### config.mk
export PLATFORM = sky130hd
export DESIGN_NAME = light_sensor_auto_gain_flat
export DESIGN_NICKNAME = d
export VERILOG_FILES = /design/src/design/lsag_pkg.sv /design/src/design/lsag_in_if.sv /design/src/design/lsag_out_if.sv /design/src/design/lsag_front.sv /design/src/design/lsag_div.sv /design/src/design/lsag_back.sv /design/src/design/light_sensor_auto_gain.sv /design/src/flat_wrapper.sv
export SDC_FILE = /design/constraint.sdc
export NUM_CORES = 2
export LEC_CHECK = 0
export BUFFER_PORTS_ARGS = -buffer_cell sky130_fd_sc_hd__buf_2
export CAP_MARGIN = 20
export CORE_ASPECT_RATIO = 1.25
export CORE_UTILIZATION = 50
export CTS_CLUSTER_DIAMETER = 30
export DETAILED_ROUTE_END_ITERATION = 12
export PLACE_DENSITY = 0.65
export SLEW_MARGIN = 20
export SYNTH_ARGS = -nofsm -noshare
export SYNTH_HDL_FRONTEND = slang
export SYNTH_HIERARCHICAL = 1
export SYNTH_SLANG_ARGS = --single-unit
### constraint.sdc
create_clock -name i_clk -period 8 [get_ports i_clk]
set_input_delay 0.4 -clock i_clk [delete_from_list [all_inputs] [get_ports i_clk]]
set_output_delay 0.4 -clock i_clk [all_outputs]
set_load 0.1 [all_outputs]
### src/design/lsag_pkg.sv
package lsag_pkg;

    // Field widths
    localparam int Y_W       = 16;
    localparam int TIME_W    = 8;
    localparam int GCODE_W   = 2;
    localparam int CFG_W     = 16;
    localparam int CFG_IDX_W = 2;

    // Datapath widths
    localparam int GAINV_W   = 10;              // largest gain value 640
    localparam int SPAN_W    = TIME_W + 1;      // 256 - code, up to 256
    localparam int FACTOR_W  = 18;              // factors up to 163840
    localparam int NUM_W     = FACTOR_W + Y_W;  // old factor times target
    localparam int Q_W       = FACTOR_W;        // quotient bits kept
    localparam int DIV_STEPS = Q_W;
    localparam int X_W       = 11;              // scaled factor, up to 1280
    localparam int RECIP_W   = 16;
    localparam int RECIP_SH  = 18;
    localparam int PROD_W    = X_W + RECIP_W;
    localparam int QUOT_W    = PROD_W - RECIP_SH;

    // Register indexes
    localparam logic [CFG_IDX_W-1:0] REG_TARGET   = 2'd0;
    localparam logic [CFG_IDX_W-1:0] REG_HYST     = 2'd1;
    localparam logic [CFG_IDX_W-1:0] REG_MIN_TIME = 2'd2;

    // Register reset values
    localparam logic [CFG_W-1:0]  TARGET_RST   = 16'h7FFF;
    localparam logic [CFG_W-1:0]  HYST_RST     = 16'h3FFF;
    localparam logic [TIME_W-1:0] MIN_TIME_RST = 8'd180;

    // Gain codes
    localparam logic [GCODE_W-1:0] GAIN_X10  = 2'd0;
    localparam logic [GCODE_W-1:0] GAIN_X36  = 2'd1;
    localparam logic [GCODE_W-1:0] GAIN_X160 = 2'd2;
    localparam logic [GCODE_W-1:0] GAIN_X640 = 2'd3;

    localparam logic [FACTOR_W-1:0] FACTOR_MAX = 18'd163840;
    localparam logic [FACTOR_W-1:0] RANGE0_MAX = 18'd35;
    localparam logic [FACTOR_W-1:0] RANGE1_MAX = 18'd159;
    localparam logic [FACTOR_W-1:0] RANGE2_MAX = 18'd639;

    // Reciprocals scaled by 2^RECIP_SH: x/5 exact for x < 65536, x/9 for x < 32768
    localparam logic [RECIP_W-1:0] RECIP5 = 16'd52429;
    localparam logic [RECIP_W-1:0] RECIP9 = 16'd29128;

    typedef struct packed {
        logic [TIME_W-1:0]  int_time;
        logic [GCODE_W-1:0] gain_code;
        logic               adj;
    } t_pass;

    typedef struct packed {
        logic [NUM_W-1:0] num;
        logic [Y_W-1:0]   y;
        logic             sat;
        t_pass            pass;
    } t_front;

    typedef struct packed {
        logic [Q_W-1:0] quot;
        logic           sat;
        t_pass          pass;
    } t_quot;

    typedef struct packed {
        logic [TIME_W-1:0]  new_int_time;
        logic [GCODE_W-1:0] new_gain_code;
        logic               adjusted;
    } t_result;

    function automatic logic [GAINV_W-1:0] gain_of(input logic [GCODE_W-1:0] code);
        logic [GAINV_W-1:0] g;
        case (code)
            GAIN_X10:  g = 10'd10;
            GAIN_X36:  g = 10'd36;
            GAIN_X160: g = 10'd160;
            GAIN_X640: g = 10'd640;
            default:   g = 10'd10;
        endcase
        return g;
    endfunction

endpackage

### src/design/lsag_in_if.sv
interface lsag_in_if
    import lsag_pkg::*;
();
    logic               valid;
    logic               ready;
    logic [Y_W-1:0]     light_y;
    logic [TIME_W-1:0]  int_time;
    logic [GCODE_W-1:0] gain_code;

    modport source (output valid, output light_y, output int_time, output gain_code,
                    input ready);
    modport sink   (input valid, input light_y, input int_time, input gain_code,
                    output ready);
endinterface

### src/design/lsag_out_if.sv
interface lsag_out_if
    import lsag_pkg::*;
();
    logic               valid;
    logic               ready;
    logic [TIME_W-1:0]  new_int_time;
    logic [GCODE_W-1:0] new_gain_code;
    logic               adjusted;

    modport source (output valid, output new_int_time, output new_gain_code,
                    output adjusted, input ready);
    modport sink   (input valid, input new_int_time, input new_gain_code,
                    input adjusted, output ready);
endinterface

### src/design/lsag_front.sv
module lsag_front
    import lsag_pkg::*;
(
    input  logic               i_clk,
    input  logic               i_rst_n,
    input  logic               i_vld,
    input  logic [Y_W-1:0]     i_light_y,
    input  logic [TIME_W-1:0]  i_int_time,
    input  logic [GCODE_W-1:0] i_gain_code,
    output logic               o_rdy,
    input  logic [CFG_W-1:0]   i_target,
    input  logic [CFG_W-1:0]   i_hyst,
    output logic               o_vld,
    output t_front             o_data,
    input  logic               i_rdy
);
    typedef struct packed {
        logic [FACTOR_W-1:0] old;
        logic [Y_W-1:0]      y;
        t_pass               pass;
    } t_s1;

    logic               r_vld1, r_vld2;
    t_s1                r_s1, n_s1;
    t_front             r_s2, n_s2;
    logic               w_ld1, w_ld2;
    logic [Y_W-1:0]     w_dev;
    logic [SPAN_W-1:0]  w_span;

    assign w_ld2 = !r_vld2 || i_rdy;
    assign w_ld1 = !r_vld1 || w_ld2;
    assign o_rdy = w_ld1;

    // Stage 1: band test and old gain factor
    always_comb begin
        w_dev  = (i_light_y >= i_target) ? (i_light_y - i_target) : (i_target - i_light_y);
        w_span = SPAN_W'(9'd256) - {1'b0, i_int_time};
        n_s1.old = {{(FACTOR_W-SPAN_W){1'b0}}, w_span}
                 * {{(FACTOR_W-GAINV_W){1'b0}}, gain_of(i_gain_code)};
        n_s1.y              = i_light_y;
        n_s1.pass.int_time  = i_int_time;
        n_s1.pass.gain_code = i_gain_code;
        n_s1.pass.adj       = (w_dev > i_hyst);
    end

    // Stage 2: scale by target
    always_comb begin
        n_s2.num  = {{(NUM_W-FACTOR_W){1'b0}}, r_s1.old} * {{(NUM_W-CFG_W){1'b0}}, i_target};
        n_s2.y    = r_s1.y;
        n_s2.sat  = (r_s1.y == '0);
        n_s2.pass = r_s1.pass;
    end

    always_ff @(posedge i_clk) begin
        if (!i_rst_n) begin
            r_vld1 <= 1'b0;
            r_vld2 <= 1'b0;
        end else begin
            if (w_ld1) r_vld1 <= i_vld;
            if (w_ld2) r_vld2 <= r_vld1;
        end
    end

    always_ff @(posedge i_clk) begin
        if (w_ld1 && i_vld) r_s1 <= n_s1;
        if (w_ld2 && r_vld1) r_s2 <= n_s2;
    end

    assign o_vld  = r_vld2;
    assign o_data = r_s2;
endmodule

### src/design/lsag_div.sv
module lsag_div
    import lsag_pkg::*;
(
    input  logic   i_clk,
    input  logic   i_rst_n,
    input  logic   i_vld,
    input  t_front i_data,
    output logic   o_rdy,
    output logic   o_vld,
    output t_quot  o_data,
    input  logic   i_rdy
);
    typedef struct packed {
        logic [Y_W-1:0] rem;
        logic [Q_W-1:0] sh;     // dividend bits shift out the top, quotient bits in
        logic [Y_W-1:0] y;
        logic           sat;
        t_pass          pass;
    } t_stg;

    logic r_vld [DIV_STEPS];
    t_stg r_stg [DIV_STEPS];
    logic w_ld  [DIV_STEPS];
    logic w_dn  [DIV_STEPS];
    logic w_vin [DIV_STEPS];
    t_stg w_din [DIV_STEPS];

    for (genvar k = 0; k < DIV_STEPS; k++) begin : g_step
        t_stg           n_stg;
        logic [Y_W:0]   w_a;
        logic           w_ge;

        if (k == 0) begin : g_first
            assign w_vin[k]       = i_vld;
            assign w_din[k].rem   = i_data.num[NUM_W-1 -: Y_W];
            assign w_din[k].sh    = i_data.num[Q_W-1:0];
            assign w_din[k].y     = i_data.y;
            // quotient would not fit in Q_W bits: saturate
            assign w_din[k].sat   = i_data.sat || (i_data.num[NUM_W-1 -: Y_W] >= i_data.y);
            assign w_din[k].pass  = i_data.pass;
        end else begin : g_next
            assign w_vin[k] = r_vld[k-1];
            assign w_din[k] = r_stg[k-1];
        end

        if (k == DIV_STEPS - 1) begin : g_last
            assign w_dn[k] = i_rdy;
        end else begin : g_mid
            assign w_dn[k] = w_ld[k+1];
        end

        assign w_ld[k] = !r_vld[k] || w_dn[k];

        // One restoring step: one quotient bit
        always_comb begin
            w_a  = {w_din[k].rem, w_din[k].sh[Q_W-1]};
            w_ge = (w_a >= {1'b0, w_din[k].y});
            n_stg      = w_din[k];
            n_stg.rem  = w_ge ? Y_W'(w_a - {1'b0, w_din[k].y}) : w_a[Y_W-1:0];
            n_stg.sh   = {w_din[k].sh[Q_W-2:0], w_ge};
        end

        always_ff @(posedge i_clk) begin
            if (!i_rst_n) begin
                r_vld[k] <= 1'b0;
            end else if (w_ld[k]) begin
                r_vld[k] <= w_vin[k];
            end
        end

        always_ff @(posedge i_clk) begin
            if (w_ld[k] && w_vin[k]) r_stg[k] <= n_stg;
        end
    end

    assign o_rdy       = w_ld[0];
    assign o_vld       = r_vld[DIV_STEPS-1];
    assign o_data.quot = r_stg[DIV_STEPS-1].sh;
    assign o_data.sat  = r_stg[DIV_STEPS-1].sat;
    assign o_data.pass = r_stg[DIV_STEPS-1].pass;
endmodule

### src/design/lsag_back.sv
module lsag_back
    import lsag_pkg::*;
(
    input  logic              i_clk,
    input  logic              i_rst_n,
    input  logic              i_vld,
    input  t_quot             i_data,
    output logic              o_rdy,
    input  logic [TIME_W-1:0] i_min_time,
    output logic              o_vld,
    output t_result           o_data,
    input  logic              i_rdy
);
    typedef struct packed {
        logic [X_W-1:0]     x;
        logic [RECIP_W-1:0] recip;
        logic [GCODE_W-1:0] code;
        t_pass              pass;
    } t_sa;

    typedef struct packed {
        logic [PROD_W-1:0]  prod;
        logic [GCODE_W-1:0] code;
        t_pass              pass;
    } t_sb;

    logic                r_vld_a, r_vld_b, r_vld_c;
    t_sa                 r_sa, n_sa;
    t_sb                 r_sb, n_sb;
    t_result             r_sc, n_sc;
    logic                w_ld_a, w_ld_b, w_ld_c;
    logic [FACTOR_W-1:0] w_f;
    logic [QUOT_W-1:0]   w_quot;
    logic [QUOT_W-1:0]   w_tc_full;
    logic [TIME_W-1:0]   w_tc;

    assign w_ld_c = !r_vld_c || i_rdy;
    assign w_ld_b = !r_vld_b || w_ld_c;
    assign w_ld_a = !r_vld_a || w_ld_b;
    assign o_rdy  = w_ld_a;

    // Stage A: pick range; split gain into power of two times 5 or 9
    always_comb begin
        // clamp quotients above the saturation limit as well
        w_f       = (i_data.sat || (i_data.quot > FACTOR_MAX)) ? FACTOR_MAX : i_data.quot;
        n_sa.pass = i_data.pass;
        if (w_f <= RANGE0_MAX)      n_sa.code = GAIN_X10;
        else if (w_f <= RANGE1_MAX) n_sa.code = GAIN_X36;
        else if (w_f <= RANGE2_MAX) n_sa.code = GAIN_X160;
        else                        n_sa.code = GAIN_X640;
        case (n_sa.code)
            GAIN_X10: begin
                n_sa.x     = X_W'(w_f >> 1);
                n_sa.recip = RECIP5;
            end
            GAIN_X36: begin
                n_sa.x     = X_W'(w_f >> 2);
                n_sa.recip = RECIP9;
            end
            GAIN_X160: begin
                n_sa.x     = X_W'(w_f >> 5);
                n_sa.recip = RECIP5;
            end
            default: begin
                n_sa.x     = X_W'(w_f >> 7);
                n_sa.recip = RECIP5;
            end
        endcase
    end

    // Stage B: reciprocal multiply
    always_comb begin
        n_sb.prod = {{(PROD_W-X_W){1'b0}}, r_sa.x} * {{(PROD_W-RECIP_W){1'b0}}, r_sa.recip};
        n_sb.code = r_sa.code;
        n_sb.pass = r_sa.pass;
    end

    // Stage C: time code, wrap, clamp, or pass codes through
    always_comb begin
        w_quot    = r_sb.prod[PROD_W-1 -: QUOT_W];
        w_tc_full = QUOT_W'(9'd256) - w_quot;
        w_tc      = w_tc_full[TIME_W-1:0];
        if (w_tc < i_min_time) w_tc = i_min_time;
        if (r_sb.pass.adj) begin
            n_sc.new_int_time  = w_tc;
            n_sc.new_gain_code = r_sb.code;
        end else begin
            n_sc.new_int_time  = r_sb.pass.int_time;
            n_sc.new_gain_code = r_sb.pass.gain_code;
        end
        n_sc.adjusted = r_sb.pass.adj;
    end

    always_ff @(posedge i_clk) begin
        if (!i_rst_n) begin
            r_vld_a <= 1'b0;
            r_vld_b <= 1'b0;
            r_vld_c <= 1'b0;
        end else begin
            if (w_ld_a) r_vld_a <= i_vld;
            if (w_ld_b) r_vld_b <= r_vld_a;
            if (w_ld_c) r_vld_c <= r_vld_b;
        end
    end

    always_ff @(posedge i_clk) begin
        if (w_ld_a && i_vld)   r_sa <= n_sa;
        if (w_ld_b && r_vld_a) r_sb <= n_sb;
        if (w_ld_c && r_vld_b) r_sc <= n_sc;
    end

    assign o_vld  = r_vld_c;
    assign o_data = r_sc;
endmodule

### src/design/light_sensor_auto_gain.sv
// Channel    Dir  Fields                                      Handshake
// i_sample   in   light_y[16] int_time[8] gain_code[2]        valid/ready
// o_result   out  new_int_time[8] new_gain_code[2] adjusted   valid/ready
// i_cfg_*    in   idx[2] data[16]: 0 target, 1 hyst, 2 min    write enable only
//
// One item per cycle sustained while o_result is not stalled; 23 register stages:
// two front stages (band test, factor products), 18 divider steps at one quotient
// bit each, three back stages (range pick, reciprocal multiply, clamp).
// Synchronous active-low reset clears all valid bits and loads register defaults.
// Every stage holds its item under stall and takes a new one as soon as it empties;
// ready ripples back combinationally, so the input stalls only when every stage is full.
module light_sensor_auto_gain
    import lsag_pkg::*;
(
    input  logic                 i_clk,
    input  logic                 i_rst_n,
    lsag_in_if.sink              i_sample,
    lsag_out_if.source           o_result,
    input  logic                 i_cfg_we,
    input  logic [CFG_IDX_W-1:0] i_cfg_idx,
    input  logic [CFG_W-1:0]     i_cfg_data
);
    logic [CFG_W-1:0]  r_target;
    logic [CFG_W-1:0]  r_hyst;
    logic [TIME_W-1:0] r_min_time;

    logic    w_front_vld, w_front_rdy;
    t_front  w_front;
    logic    w_div_vld, w_div_rdy;
    t_quot   w_quot;
    logic    w_back_rdy;
    t_result w_result;

    // Configuration registers; writes to unused indexes drop
    always_ff @(posedge i_clk) begin
        if (!i_rst_n) begin
            r_target   <= TARGET_RST;
            r_hyst     <= HYST_RST;
            r_min_time <= MIN_TIME_RST;
        end else if (i_cfg_we) begin
            case (i_cfg_idx)
                REG_TARGET:   r_target   <= i_cfg_data;
                REG_HYST:     r_hyst     <= i_cfg_data;
                REG_MIN_TIME: r_min_time <= i_cfg_data[TIME_W-1:0];
                default: ;
            endcase
        end
    end

    // Band test and wide product target * old factor
    lsag_front u_front (
        .i_clk       (i_clk),
        .i_rst_n     (i_rst_n),
        .i_vld       (i_sample.valid),
        .i_light_y   (i_sample.light_y),
        .i_int_time  (i_sample.int_time),
        .i_gain_code (i_sample.gain_code),
        .o_rdy       (i_sample.ready),
        .i_target    (r_target),
        .i_hyst      (r_hyst),
        .o_vld       (w_front_vld),
        .o_data      (w_front),
        .i_rdy       (w_front_rdy)
    );

    // Divide by light_y, saturating on zero reading or quotient overflow
    lsag_div u_div (
        .i_clk   (i_clk),
        .i_rst_n (i_rst_n),
        .i_vld   (w_front_vld),
        .i_data  (w_front),
        .o_rdy   (w_front_rdy),
        .o_vld   (w_div_vld),
        .o_data  (w_quot),
        .i_rdy   (w_div_rdy)
    );

    // New gain range and integration time code; holds the result register
    lsag_back u_back (
        .i_clk      (i_clk),
        .i_rst_n    (i_rst_n),
        .i_vld      (w_div_vld),
        .i_data     (w_quot),
        .o_rdy      (w_back_rdy),
        .i_min_time (r_min_time),
        .o_vld      (o_result.valid),
        .o_data     (w_result),
        .i_rdy      (o_result.ready)
    );

    assign w_div_rdy              = w_back_rdy;
    assign o_result.new_int_time  = w_result.new_int_time;
    assign o_result.new_gain_code = w_result.new_gain_code;
    assign o_result.adjusted      = w_result.adjusted;

    // Input back-pressure only ever comes from a stalled, full output
    a_stall_source: assert property (@(posedge i_clk) disable iff (!i_rst_n)
        !i_sample.ready |-> (o_result.valid && !o_result.ready))
        else $error("input stalled without output stall");

    // No result leaves right after reset
    a_reset_empty: assert property (@(posedge i_clk)
        !i_rst_n |=> !o_result.valid)
        else $error("result valid right after reset");
endmodule
### src/flat_wrapper.sv
// flat-port wrapper written by rule: the top's interface ports become plain ports
module light_sensor_auto_gain_flat import lsag_pkg::*;
  (i_clk, i_rst_n, i_cfg_we, i_cfg_idx, i_cfg_data, i_sample_valid, i_sample_light_y, i_sample_int_time, i_sample_gain_code, i_sample_ready, o_result_valid, o_result_new_int_time, o_result_new_gain_code, o_result_adjusted, o_result_ready);
  lsag_in_if i_sample_i ();
  lsag_out_if o_result_i ();
  input  logic i_clk;
  input  logic i_rst_n;
  input  logic i_cfg_we;
  input  logic [CFG_IDX_W-1:0] i_cfg_idx;
  input  logic [CFG_W-1:0] i_cfg_data;
  input wire logic [$bits(i_sample_i.valid)-1:0] i_sample_valid;
  input wire logic [$bits(i_sample_i.light_y)-1:0] i_sample_light_y;
  input wire logic [$bits(i_sample_i.int_time)-1:0] i_sample_int_time;
  input wire logic [$bits(i_sample_i.gain_code)-1:0] i_sample_gain_code;
  output wire logic [$bits(i_sample_i.ready)-1:0] i_sample_ready;
  output wire logic [$bits(o_result_i.valid)-1:0] o_result_valid;
  output wire logic [$bits(o_result_i.new_int_time)-1:0] o_result_new_int_time;
  output wire logic [$bits(o_result_i.new_gain_code)-1:0] o_result_new_gain_code;
  output wire logic [$bits(o_result_i.adjusted)-1:0] o_result_adjusted;
  input wire logic [$bits(o_result_i.ready)-1:0] o_result_ready;
  assign i_sample_i.valid = i_sample_valid;
  assign i_sample_i.light_y = i_sample_light_y;
  assign i_sample_i.int_time = i_sample_int_time;
  assign i_sample_i.gain_code = i_sample_gain_code;
  assign i_sample_ready = i_sample_i.ready;
  assign o_result_valid = o_result_i.valid;
  assign o_result_new_int_time = o_result_i.new_int_time;
  assign o_result_new_gain_code = o_result_i.new_gain_code;
  assign o_result_adjusted = o_result_i.adjusted;
  assign o_result_i.ready = o_result_ready;
  light_sensor_auto_gain u_core (.i_clk(i_clk), .i_rst_n(i_rst_n), .i_sample(i_sample_i), .o_result(o_result_i), .i_cfg_we(i_cfg_we), .i_cfg_idx(i_cfg_idx), .i_cfg_data(i_cfg_data));
endmodule
==> flow_summary_export.csv <==
group,metric,value,unit
grt,grt.overflow.total,0,
placement,dp_hpwl,119000,µm
hold_path,hp-class,"in -> reg",
synthesis,ys_types,112,
worst_setup_path,cp.required,8590,ps
status,outcome,"finished, final reports clean",
worst_setup_path,start_kind,"flip-flop",
timing,fin_skew,69.4,ps
detailed_routing,vias,47109,
synthesis,ys.flop_type,"edfxtp_1",
timing,finalCritPeriodShare,82.4,%
synthesis,ys_ff_latch,1310,
placement,gp_congestion,0.905,
floorplanning,core_region_area,152000,µm²
floorplanning,die_y,440,µm
job,maxCapViolCount,0,
grt,grt_pass1_wl,255000,µm
final_layout,antenna_cells,0,
worst_setup_path,critical_path_class,"reg -> reg",
grt,grt_start_max_net_pins,100,
cts,cts_max_level,4,
cts,root_buffer,"clkbuf_16",
final_layout,fin_nets,7451,
detailed_routing,drt_iter0_markers,2456,
synthesis,syn_inst,6224,
detailed_routing,wirelength,160000,µm
synthesis,syn_nets,7202,
detailed_routing,ant_nets,0,
worst_setup_path,arrival,7180,ps
cts,numCtsBuffers,236,
cts,cts_tree,"built",
timing,worstMarginPinSlew,978,ps
timing,hold_viol_final,0,
floorplanning,die_w,352,µm
timing,setup_tns,0,ps
synthesis,synthArstFlopShare,0,%
cts,cts_buffer_depth,3,
final_layout,final_cell_mix,"edfxtp_1 (1,264), inv_1 (944), ha_1 (602), nand2_1 (330), fa_1 (327)",
detailed_routing,drt_pass1_iterations,5,
detailed_routing,drc_errors,0,
floorplanning,io-pin-count,62,
grt,antenna_found_initial,0,
timing,period_needed,6590,ps
cts,cts.clk_slew.worst_paths,60,ps
floorplanning,row_count,160,
timing,finalSetupViolations,0,
synthesis,synth.cell_area,76600,µm²
synthesis,synth_edf_count,1264,
final_layout,layout_commonest_cell,"edfxtp_1",
timing,fmax,0.152,GHz
timing,rsz0062_at_grt,"no",
final_layout,fill_cells,12290,
floorplanning,dieArea,155000,µm²
worst_setup_path,worstPathMaxFanout,20,
cts,cts_sinks,1310,
placement,port_buffers,61,
cts,clkLatencyLatePin,860,ps
timing,drv_slew,0,
grt,grt_use_total,20.7,%
grt,grt_pass1_vias,48668,
synthesis,ys_warn_count,6,
floorplanning,initial_core_util,50.4,%
timing,max_slew_margin,34.8,%
final_layout,drive_gt1_share,12.2,%
synthesis,synth.avg_cell_area,12.3,µm²
detailed_routing,routed_via_density,5.41,
detailed_routing,drt-wirelength-per-cell,18.4,µm
worst_setup_path,cp-end-kind,"flip-flop",
final_layout,area_delta_synth_final,14.8,%
synthesis,synth_seq_area_share,50.7,%
layout make-up:
class | instances | area [µm²] | area share (%)
Sequential cell | 1310 | 38900 | 44.2
Multi-Input combinational cell | 3847 | 33700 | 38.3
Clock buffer | 261 | 6030 | 6.86
Inverter | 945 | 3550 | 4.04
Tap cell | 2025 | 2530 | 2.88
Clock inverter | 190 | 2350 | 2.67
Timing Repair Buffer | 133 | 958 | 1.09
worst paths after layout:
check	startpoint	to	slack, ps	cells after the start
setup / recovery	u_core/r_target[4]$_SDFFE_PN1P_	u_core/u_front/o_data[54]$_DFFE_PP_	1410	18
hold / removal	i_cfg_idx[0]	u_core/r_target[0]$_SDFFE_PN1P_	50	3
setup reg to reg	u_core/r_target[4]$_SDFFE_PN1P_	u_core/u_front/o_data[54]$_DFFE_PP_	1410	18
hold reg to reg	u_core/u_div/r_stg[0][33]$_DFFE_PP_	u_core/u_div/r_stg[1][34]$_DFFE_PP_	350	0
through the flow:
| stage | setup slack (ps) | instance area, µm² | hold WS [ps] | utilization (%) | instances |
|---|---|---|---|---|---|
| final | 1410 | 88000 | 50.0 | 57.8 | 8711 |
| after global routing | 1050 | 88000 | 12.1 | 57.8 | 8711 |
| after CTS | 1420 | 88000 | 27.0 | 57.8 | 8711 |
| after detailed placement | 1360 | 79100 | 405 | 52.0 | 8215 |
| after global placement | 1410 | 79100 | 400 | 52.0 | 8215 |
| after floorplan | 677 | 76600 | 400 | - | 6224 |
cells by family after synthesis:
kind of cell    count (synthesis)  synth area share, %
mux                           286                 4.09
simple gates                 1407                 9.70
fa+ha+maj                     929                 18.4
buf+inv                      1067                 5.54
compound gates               1002                 9.01
flops                        1310                 50.7
xor+xnor                      222                 2.54
other cells                     1              0.00489
state kept, by name, summed over array words and instances, names as in the netlist, 16 cells and up:
signal / count
u_core/u_div/r_stg: 1084
u_core/u_front/o_data: 61
u_core/u_front/n_s2: 27
u_core/u_back/r_sb: 20
u_core/u_div/r_vld: 18
u_core/u_front/r_s1: 17
u_core/r_hyst: 16
u_core/r_target: 16
Yosys cell counts, types with 62 or more instances:
master,instances,area (µm²)
edfxtp_1,1264,38000
inv_1,944,3540
ha_1,602,7530
nand2_1,330,1240
fa_1,327,6550
a21oi_1,230,1150
nor2_1,230,863
and2_1,223,1400
o21ai_0,196,981
mux2_2,161,1810
xnor2_1,155,1360
nand3_1,109,546
mux2i_1,107,1070
nor2b_1,107,669
a21o_1,96,721
clkbuf_1,81,304
o21a_1,70,526
xor2_1,67,587
nor3_1,62,310
routing by layer:
layer / vias up / track usage, % / routed length [µm]
met2: 927 / 38.9 / 86000
met1: 23171 / 23.2 / 62700
met3: 372 / 2.92 / 5320
li1: 22639 / - / -
met4: 0 / 8.79 / 5900
met5: - / 0 / 0
worst max-delay path: stages (launching register included):
cell and delay, ps:
dfxtp_1 900, nand2_1 180, fa_1 560, inv_1 50, fa_1 450, fa_1 500, fa_1 510, fa_1 500
inv_1 50, fa_1 500, inv_1 50, ha_1 330, a21oi_1 150, o21ai_1 120, a21oi_1 470, nor4bb_1 550
o21ai_0 190, a21oi_1 200, xnor2_1 80
what timing repair did:
| action | CTS | global route |
|---|---|---|
| hold endpoints to repair | 70 | 0 |
| buffers inserted | 0 | 0 |
| gates resized for setup | 0 | 0 |
| hold buffers | 45 | 0 |
Power is not shown: default switching activity piles up to over one toggle a cycle in this logic, so the estimate is an artifact.
